===== src/rtl/qdc_pkg.sv =====
// Shared types, constants and the transition table of the quadrature detent counter.
package qdc_pkg;

  localparam int ValueWidth = 8;
  localparam int AbWidth    = 2;
  localparam int CfgIdxWidth = 2;

  typedef logic signed [ValueWidth-1:0] value_t;
  typedef logic [AbWidth-1:0]            ab_t;
  typedef logic [1:0]                    phase_t;
  typedef logic signed [1:0]             step_t;

  typedef enum logic [CfgIdxWidth-1:0] {
    REG_MIN_VALUE   = 2'd0,
    REG_MAX_VALUE   = 2'd1,
    REG_START_VALUE = 2'd2
  } cfg_reg_t;

  localparam value_t MinValueReset   = 8'sd1;
  localparam value_t MaxValueReset   = 8'sd16;
  localparam value_t StartValueReset = 8'sd16;
  localparam ab_t    PrevAbReset     = 2'd0;
  localparam phase_t PhaseReset      = 2'd1;
  localparam phase_t PhaseTop        = 2'd3;
  localparam phase_t PhaseBottom     = 2'd0;

  // Raw step for the index {previous_ab, ab}; both lines changing gives no step.
  localparam step_t StepTable [16] = '{
     2'sd0,  2'sd1, -2'sd1,  2'sd0,
    -2'sd1,  2'sd0,  2'sd0,  2'sd1,
     2'sd1,  2'sd0,  2'sd0, -2'sd1,
     2'sd0, -2'sd1,  2'sd1,  2'sd0
  };

endpackage


===== src/rtl/quadrature_detent_counter_core.sv =====
// Quadrature detent counter: decodes A/B samples into a clamped detent value.
//
// One item enters per clock while in_ready is high. An accepted item goes into an
// input register, is decoded from it against the encoder state once the output
// register is free, and its result is held in the output register until
// transferred. The input register takes an item while a result waits only when
// it is empty, so one input transfer can happen under output backpressure.
// The value moves by one each time the raw quadrature count crosses a multiple
// of four, and is clamped to [min_value, max_value] (minimum tested first).
// A restart item loads start_value unclamped and takes ab as the previous
// sample. Configuration writes are always accepted and written to their registers.
module quadrature_detent_counter_core (
  input  logic                                 clk,
  input  logic                                 rst,
  input  logic                                 cfg_valid,
  output logic                                 cfg_ready,
  input  logic [qdc_pkg::CfgIdxWidth-1:0]      cfg_index,
  input  logic [qdc_pkg::ValueWidth-1:0]       cfg_data,
  input  logic                                 in_valid,
  output logic                                 in_ready,
  input  logic                                 action,
  input  logic [qdc_pkg::AbWidth-1:0]          ab,
  output logic                                 out_valid,
  input  logic                                 out_ready,
  output logic signed [qdc_pkg::ValueWidth-1:0] value,
  output logic                                 moved,
  output logic                                 report
);

  qdc_pkg::value_t min_value, max_value, start_value;
  qdc_pkg::ab_t    previous_ab;
  qdc_pkg::phase_t raw_phase;
  qdc_pkg::value_t detent_value;

  logic            stage_valid;
  logic            stage_action;
  qdc_pkg::ab_t    stage_ab;

  logic            advance;
  qdc_pkg::step_t  step;
  logic signed [1:0] delta;
  logic signed [qdc_pkg::ValueWidth:0] sum, lo, hi, clamped;
  qdc_pkg::value_t value_next;
  qdc_pkg::phase_t raw_phase_next;
  logic            moved_next, report_next;

  assign cfg_ready = 1'b1;
  assign advance   = stage_valid && (!out_valid || out_ready);
  assign in_ready  = !stage_valid || advance;

  always_comb begin
    step  = qdc_pkg::StepTable[{previous_ab, stage_ab}];
    delta = 2'sd0;
    if (step > 2'sd0 && raw_phase == qdc_pkg::PhaseTop) begin
      delta = 2'sd1;
    end else if (step < 2'sd0 && raw_phase == qdc_pkg::PhaseBottom) begin
      delta = -2'sd1;
    end
    raw_phase_next = raw_phase + qdc_pkg::phase_t'(step);
    sum = {detent_value[qdc_pkg::ValueWidth-1], detent_value}
          + {{(qdc_pkg::ValueWidth-1){delta[1]}}, delta};
    lo  = {min_value[qdc_pkg::ValueWidth-1], min_value};
    hi  = {max_value[qdc_pkg::ValueWidth-1], max_value};
    priority if (sum < lo) begin
      clamped = lo;
    end else if (sum > hi) begin
      clamped = hi;
    end else begin
      clamped = sum;
    end
    if (stage_action) begin
      value_next  = start_value;
      moved_next  = 1'b0;
      report_next = 1'b0;
    end else begin
      value_next  = clamped[qdc_pkg::ValueWidth-1:0];
      moved_next  = (previous_ab != stage_ab);
      report_next = moved_next && (value_next != detent_value
                    || clamped == lo || clamped == hi);
    end
  end

  always_ff @(posedge clk) begin
    if (rst) begin
      min_value    <= qdc_pkg::MinValueReset;
      max_value    <= qdc_pkg::MaxValueReset;
      start_value  <= qdc_pkg::StartValueReset;
      previous_ab  <= qdc_pkg::PrevAbReset;
      raw_phase    <= qdc_pkg::PhaseReset;
      detent_value <= qdc_pkg::StartValueReset;
      stage_valid  <= 1'b0;
      out_valid    <= 1'b0;
    end else begin
      if (cfg_valid) begin
        unique case (cfg_index)
          qdc_pkg::REG_MIN_VALUE:   min_value   <= cfg_data;
          qdc_pkg::REG_MAX_VALUE:   max_value   <= cfg_data;
          qdc_pkg::REG_START_VALUE: start_value <= cfg_data;
          default: ;
        endcase
      end
      if (in_ready) begin
        stage_valid <= in_valid;
      end
      if (advance) begin
        detent_value <= value_next;
        previous_ab  <= stage_ab;
        if (!stage_action) begin
          raw_phase <= raw_phase_next;
        end
        out_valid <= 1'b1;
      end else if (out_ready) begin
        out_valid <= 1'b0;
      end
    end
  end

  // Payload registers carry no reset.
  always_ff @(posedge clk) begin
    if (in_ready && in_valid) begin
      stage_action <= action;
      stage_ab     <= ab;
    end
    if (advance) begin
      value  <= value_next;
      moved  <= moved_next;
      report <= report_next;
    end
  end

endmodule

===== config.mk =====
export PLATFORM = sky130hd
export DESIGN_NAME = quadrature_detent_counter_core
export DESIGN_NICKNAME = d
export VERILOG_FILES = /design/src/rtl/qdc_pkg.sv /design/src/rtl/quadrature_detent_counter_core.sv
export SDC_FILE = /design/constraint.sdc
export NUM_CORES = 1
export LEC_CHECK = 0
export BUFFER_PORTS_ARGS = -buffer_cell sky130_fd_sc_hd__buf_4
export CAP_MARGIN = 25
export CORE_MARGIN = 2
export CORE_UTILIZATION = 45
export DETAILED_ROUTE_END_ITERATION = 6
export PLACE_DENSITY = 0.65
export SKIP_CTS_REPAIR_TIMING = 1
export SLEW_MARGIN = 20
export SYNTH_ARGS = -nofsm -noshare
export SYNTH_HDL_FRONTEND = slang
export SYNTH_SLANG_ARGS = --single-unit
export TNS_END_PERCENT = 5

===== constraint.sdc =====
create_clock -name clk -period 5.2 [get_ports clk]
set_input_delay 0.26 -clock clk [delete_from_list [all_inputs] [get_ports clk]]
set_output_delay 0.26 -clock clk [all_outputs]
set_load 0.02 [all_outputs]

# Yosys cells after proc, flatten, opt, wreduce, memory -nomap -nowiden
# Memories as Yosys holds them, arrays and structs flattened.
# Index checks and enable logic that the tools add are counted.
dict set report totals {
  mem_count 1
  input_bits 18
  wordCells 57
  output_inout_bits 13
  register_bits 51
  mem_bits_ro 32
}
dict set report op_classes {
  bitwise 2
  n_reduce_logical 18
  n_lt_le_gt_ge 5
  muxes 9
  add_sub_neg 2
  n_eq_ne 7
}
# name words word_bits rd rd_ports_with_merged_regs write_ports line_no
set mem_list {}
lappend mem_list {{(name not given)} 16 2 1 0 0 quadrature_detent_counter_core.sv:52} ;# step = qdc_pkg::StepTable[{previous_ab, stage_ab}];
# cell n
set ops {}
lappend ops {{$eq 9x8->1} 2}
lappend ops {{$mux 9} 2}
lappend ops {{$add 8x2->9} 1}
lappend ops {{$gt 9x8->1} 1}
lappend ops {{$lt 9x8->1} 1}
lappend ops {{$mux 2} 4}
lappend ops {{$mux 8} 1}
lappend ops {{$ne 8x8->1} 1}
lappend ops {{$reduce_and 2->1} 4}
lappend ops {{$ge 5x5->1 const B} 1}
lappend ops {{$logic_and 1x1->1} 5}
lappend ops {{$not 4->5} 1}
lappend ops {{$eq 2x2->1 const B} 2}
lappend ops {{$logic_not 2->1} 2}
lappend ops {{$logic_or 1x1->1} 4}
lappend ops {{$add 2x2->2} 1}
lappend ops {{$eq 2x1->1 const B} 1}
lappend ops {{$gt 2x1->1 const B} 1}
lappend ops {{$logic_not 1->1} 2}
lappend ops {{$lt 2x1->1 const B} 1}
lappend ops {{$mux 1} 2}
lappend ops {{$ne 2x2->1} 1}
lappend ops {{$reduce_bool 2->1} 1}
lappend ops {{$not 1->1} 1}

# Logic depth before layout (Yosys ltp)
dict set report logic_depth {
  depth_word 16
  mapped_depth 23
}

# Worst setup path after synthesis
# OpenSTA, ideal clock, no wires.
dict set report synth_timing {
  path_kind {register -> register}
  from {reg stage_ab[0]}
  to {reg report, data pin}
  setup_slack_ns -0.205
  stages_incl_launch_ff 20
  period_less_slack_ns 5.405
  arrival_time_ns 5.236
  path_buffers 2
  cell_sequence {edfxtp_1 inv_1 ha_1 mux4_2 nor3b_1 ha_1 buf_2 a2111oi_0 a21oi_1 xor2_1 ha_1 a211oi_1 nand2_1 a31oi_2 and2_1 clkbuf_2 mux2i_1 a211o_1 or4_1 o31ai_1}
}
dict set report synth_via {
  elab_chain_cells 16
  elab_cells_between_ends 22
  classes_between {1 x add/sub; 4 x order compare; 4 x eq/ne; 6 x mux; 1 x bitwise; 5 x reduce/logical; 1 x memory}
}
# item line_no
set synth_rtl {}
lappend synth_rtl {{start, declared} quadrature_detent_counter_core.sv:37} ;# qdc_pkg::ab_t stage_ab;
lappend synth_rtl {{start signal, assigned} quadrature_detent_counter_core.sv:122} ;# stage_ab <= ab;
lappend synth_rtl {{$not 4->5 (not written as such)} quadrature_detent_counter_core.sv:52}
lappend synth_rtl {{$mem_v2 16x2} --}
lappend synth_rtl {{$mux 2 (not written as such) (2 in series)} quadrature_detent_counter_core.sv:52}
lappend synth_rtl {{$lt 2x1->1} quadrature_detent_counter_core.sv:56} ;# end else if (step < 2'sd0 && raw_phase == qdc_pkg::PhaseBottom) begin
lappend synth_rtl {{$logic_and 1x1->1} quadrature_detent_counter_core.sv:56}
lappend synth_rtl {{$mux 2} quadrature_detent_counter_core.sv:56}
lappend synth_rtl {{$mux 2} quadrature_detent_counter_core.sv:54} ;# if (step > 2'sd0 && raw_phase == qdc_pkg::PhaseTop) begin
lappend synth_rtl {{$add 8x2->9} quadrature_detent_counter_core.sv:61} ;# + {{(qdc_pkg::ValueWidth-1){delta[1]}}, delta};
lappend synth_rtl {{$gt 9x8->1} quadrature_detent_counter_core.sv:66} ;# end else if (sum > hi) begin
lappend synth_rtl {{$mux 9} quadrature_detent_counter_core.sv:66}
lappend synth_rtl {{$mux 9} quadrature_detent_counter_core.sv:64} ;# priority if (sum < lo) begin
lappend synth_rtl {{$eq 9x8->1 or $ne 8x8->1 (tied branches)} {quadrature_detent_counter_core.sv:79, quadrature_detent_counter_core.sv:78}}
lappend synth_rtl {{$logic_or 1x1->1 (2 in series)} quadrature_detent_counter_core.sv:79} ;# || clamped == lo || clamped == hi);
lappend synth_rtl {{$logic_and 1x1->1 *} quadrature_detent_counter_core.sv:78} ;# report_next = moved_next && (value_next != detent_value
lappend synth_rtl {{end signal, assigned} quadrature_detent_counter_core.sv:127} ;# report <= report_next;
lappend synth_rtl {{end, declared} quadrature_detent_counter_core.sv:27} ;# output logic report
# Every way passes the cells marked *; elsewhere a longest branch is shown, timed or not. The select of a mux whose other input is x is not followed.
# A chain may end at the register's enable or synchronous reset.

# Final worst setup path
# Same ends and word-level chain as after synthesis.

==> impl_metrics.tcl <==
set metrics [dict create \
    status "finished clean" \
    synth-main-ff-cell "dfxtp_1" \
    drc 0 \
    p_leak_nw 1.923 \
    worstPathCellList "ha_2 > mux4_2 > nor3b_4 > o21bai_4 > ha_4 > fa_2 > a21oi_4 > o21bai_4 > xor2_2 > ha_1 > and4_4 > a21oi_1 > a221o_1 > buf_6 > buf_4 > nand2_4 > o31ai_1 > a211o_1 > or4_4 > o31ai_4" \
    num_vias 3319 \
    clkSinkCount 51 \
    min_period_ps 5135 \
    path_clk_slew_ps 100 \
    area_growth_pct 21.32 \
    maxCapViolations 0 \
    fin_total_pwr_mw 1.200 \
    ys_seq_elements 51 \
    pwr-share-comb_pct 41.4 \
    die_w_um 95.01 \
    critical-path-max-stage-delay_ps 550 \
    seq_area_frac_synth_pct 30.88 \
    cts_tree "yes" \
    relSlewSlack_pct 55.65 \
    place_hpwl_mm 7.847 \
    grt_overflow 0 \
    firstDrtPassIters 4 \
    power_density_nw_per_um2 265.3 \
    dieArea_um2 9027 \
    p_int_mw 0.7555 \
    rows 33 \
    timing.hold.ws_ps 120.1 \
    cts_max_level 2 \
    worstSetupPathType "flop to flop" \
    path_common_cell "o21bai_4" \
    highest_layer "met4" \
    synthTopCellsByArea "dfxtp_1 20%, edfxtp_1 10%, ha_1 10%" \
    synth_cell_types 66 \
    synth_top_cell_by_area "dfxtp_1" \
    tightest_slew_ps 665.3 \
    drive_gt1_share_pct 22.92 \
    synth_most_common_cell "nor2_1" \
    synth_common_cells "63 x nor2_1, 38 x dfxtp_1, 31 x a21oi_1, 30 x ha_1" \
    coreArea_um2 8134 \
    num_antenna_cells 0 \
    ios 31 \
    path_delay_family "compound AO/OA/AOI/OAI gates" \
    drv_slew 0 \
    cp_data_required_time_ps 5350 \
    routed_wl_mm 10.41 \
    synth_area_per_cell_um2 8.490 \
    finalHoldViolations 0 \
    grt_pass1_vias 3177 \
    cp_max_fo 5 \
    syn_inst 439 \
    antenna_left 0 \
    clock_power_share_pct 20.3 \
    syn-num-nets 488 \
    routabilityCongestion 0.9908 \
    arrival_ps 5290 \
    drt_iter0_drc 180 \
    route.met3.wl_um 561 \
    crit_slowest_cell "or4_4" \
    yosysWarnings 0 \
    die_height_um 95.01 \
    drt-met1-wl_mm 4.661 \
    synth_top_area_share_pct 20.41 \
    numCtsBuffers 5 \
    wl_per_cell_um 17.79 \
    net-switching-power_mw 0.4444 \
    netlist_area_um2 3727 \
    fin_crit_sh_pct 98.75 \
    grt_pass1_wl_mm 15.80 \
    clock_latency_ps 310 \
    peakVddDrop_uv 142.2 \
    hp-class "primary input to flop" \
    vias_per_cell 5.674 \
    met2_length_mm 4.871 \
    path_buf_inv 2 \
    r2r_setup_slack_ps 70 \
    synthArstFlopShare_pct 0 \
    place_area_um2 4164 \
    nNetsFinal 528 \
    synth_edf_count 13 \
    cts_max_path_buffers 2 \
    portBuffers 29 \
    seq_power_share_pct 38.2 \
    critPathLaunchType "flop" \
    grt_max_degree 39 \
    track_usage_pct 22.80 \
    start_util_pct 45.82 \
    cts_root_buf "clkbuf_8" \
    setup_viol 0 \
    fin_skew_ps 6.929 \
    fmax_mhz 194.8 \
    finalInstanceArea_um2 4522 \
    swShare_pct 37.04 \
    end_kind "flop" \
    antenna_found_initial 0 \
]
## cells in the final DEF, fill, tap and decap left out, types with 6 or more instances in the layout
cell	instances
nor2_1	62
buf_4	55
dfxtp_1	38
a21oi_1	27
inv_1	24
nand2_1	24
ha_1	22
xnor2_1	16
mux2i_1	16
xor2_1	13
edfxtp_1	13
o21ai_0	8
nor3_1	8
o21a_1	7
a21o_1	7
nand2b_1	7
a211o_1	6
nand3_1	6
and2_1	6
## state kept, by name, indices dropped and copies added, names as in the netlist, 2 cells and up
name,cells
max_value,8
start_value,8
value,8
previous_ab,2
detent_value,8
stage_ab,2
raw_phase,2
min_value,8
## kinds of logic (layout without fill, tap and decap cells)
family                     Yosys count  in the layout  share of synthesized area (%)
and+or+nand+nor                    147            147                          18.83
AOI/OAI and AO/OA                  106            106                          19.94
DFF                                 51             51                          30.88
buffers and inverters               51             92                          5.539
xor gates and xnor gates            33             33                          8.627
adders and majority gates           31             31                          10.61
muxes                               19             19                          5.471
other                                1              1                         0.1006
## power groups by stage
| stage | registers [mW] | clock network, mW | logic (mW) |
|---|---|---|---|
| final | 0.458 | 0.244 | 0.497 |
| after CTS | 0.456 | 0.250 | 0.431 |
| after global routing | 0.462 | 0.266 | 0.544 |
| after floorplan | 0.463 | 0 | 0.284 |
| after detailed placement | 0.465 | 0 | 0.428 |
| after global placement | 0.465 | 0 | 0.422 |
## worst paths after layout
path,cells past startpoint,end,start
setup / recovery,20,report,stage_ab[0]
hold / removal,1,stage_ab[0],ab[0]
setup reg to reg,20,report,stage_ab[0]
hold reg to reg,1,start_value[4],start_value[4]
## worst reg2reg max path: stages, from the launching register on
cell	delay (ps)
edfxtp_1	490
ha_2	230
mux4_2	480
nor3b_4	180
o21bai_4	180
ha_4	170
fa_2	390
a21oi_4	230
o21bai_4	100
xor2_2	160
ha_1	300
and4_4	220
a21oi_1	70
a221o_1	360
buf_6	140
buf_4	150
nand2_4	90
o31ai_1	70
a211o_1	250
or4_4	550
o31ai_4	180
## layout make-up
type | instances | area [um2]
fillers | 756 | 3612
multi-input cells | 337 | 2606
flip-flops and latches | 51 | 1151
repair buffers | 57 | 435.4
well taps | 105 | 131.4
inverters | 27 | 101.3
clock buffers | 5 | 68.82
clock inverters | 3 | 27.53
## per-stage QoR
| stage | TNS [ps] | worst slack [ps] | instances | utilization [%] |
|---|---|---|---|---|
| after floorplan | 0 | 35.49 | 439 | - |
| after global placement | 0 | 41.98 | 573 | 51.19 |
| after detailed placement | -98.41 | -98.41 | 573 | 51.19 |
| after CTS | -150.8 | -150.8 | 581 | 52.38 |
| after global routing | -83.43 | -83.43 | 585 | 55.59 |
| final | 0 | 65.24 | 585 | 55.59 |
## metal layers
metal / up-vias / global-route usage [%]
met2: 95 / 36.52
met3: 25 / 3.557
met4: 0 / 8.213
li1: 1632 / -
met1: 1567 / 31.17
met5: - / 0
Power figures use the tool's default switching activity.
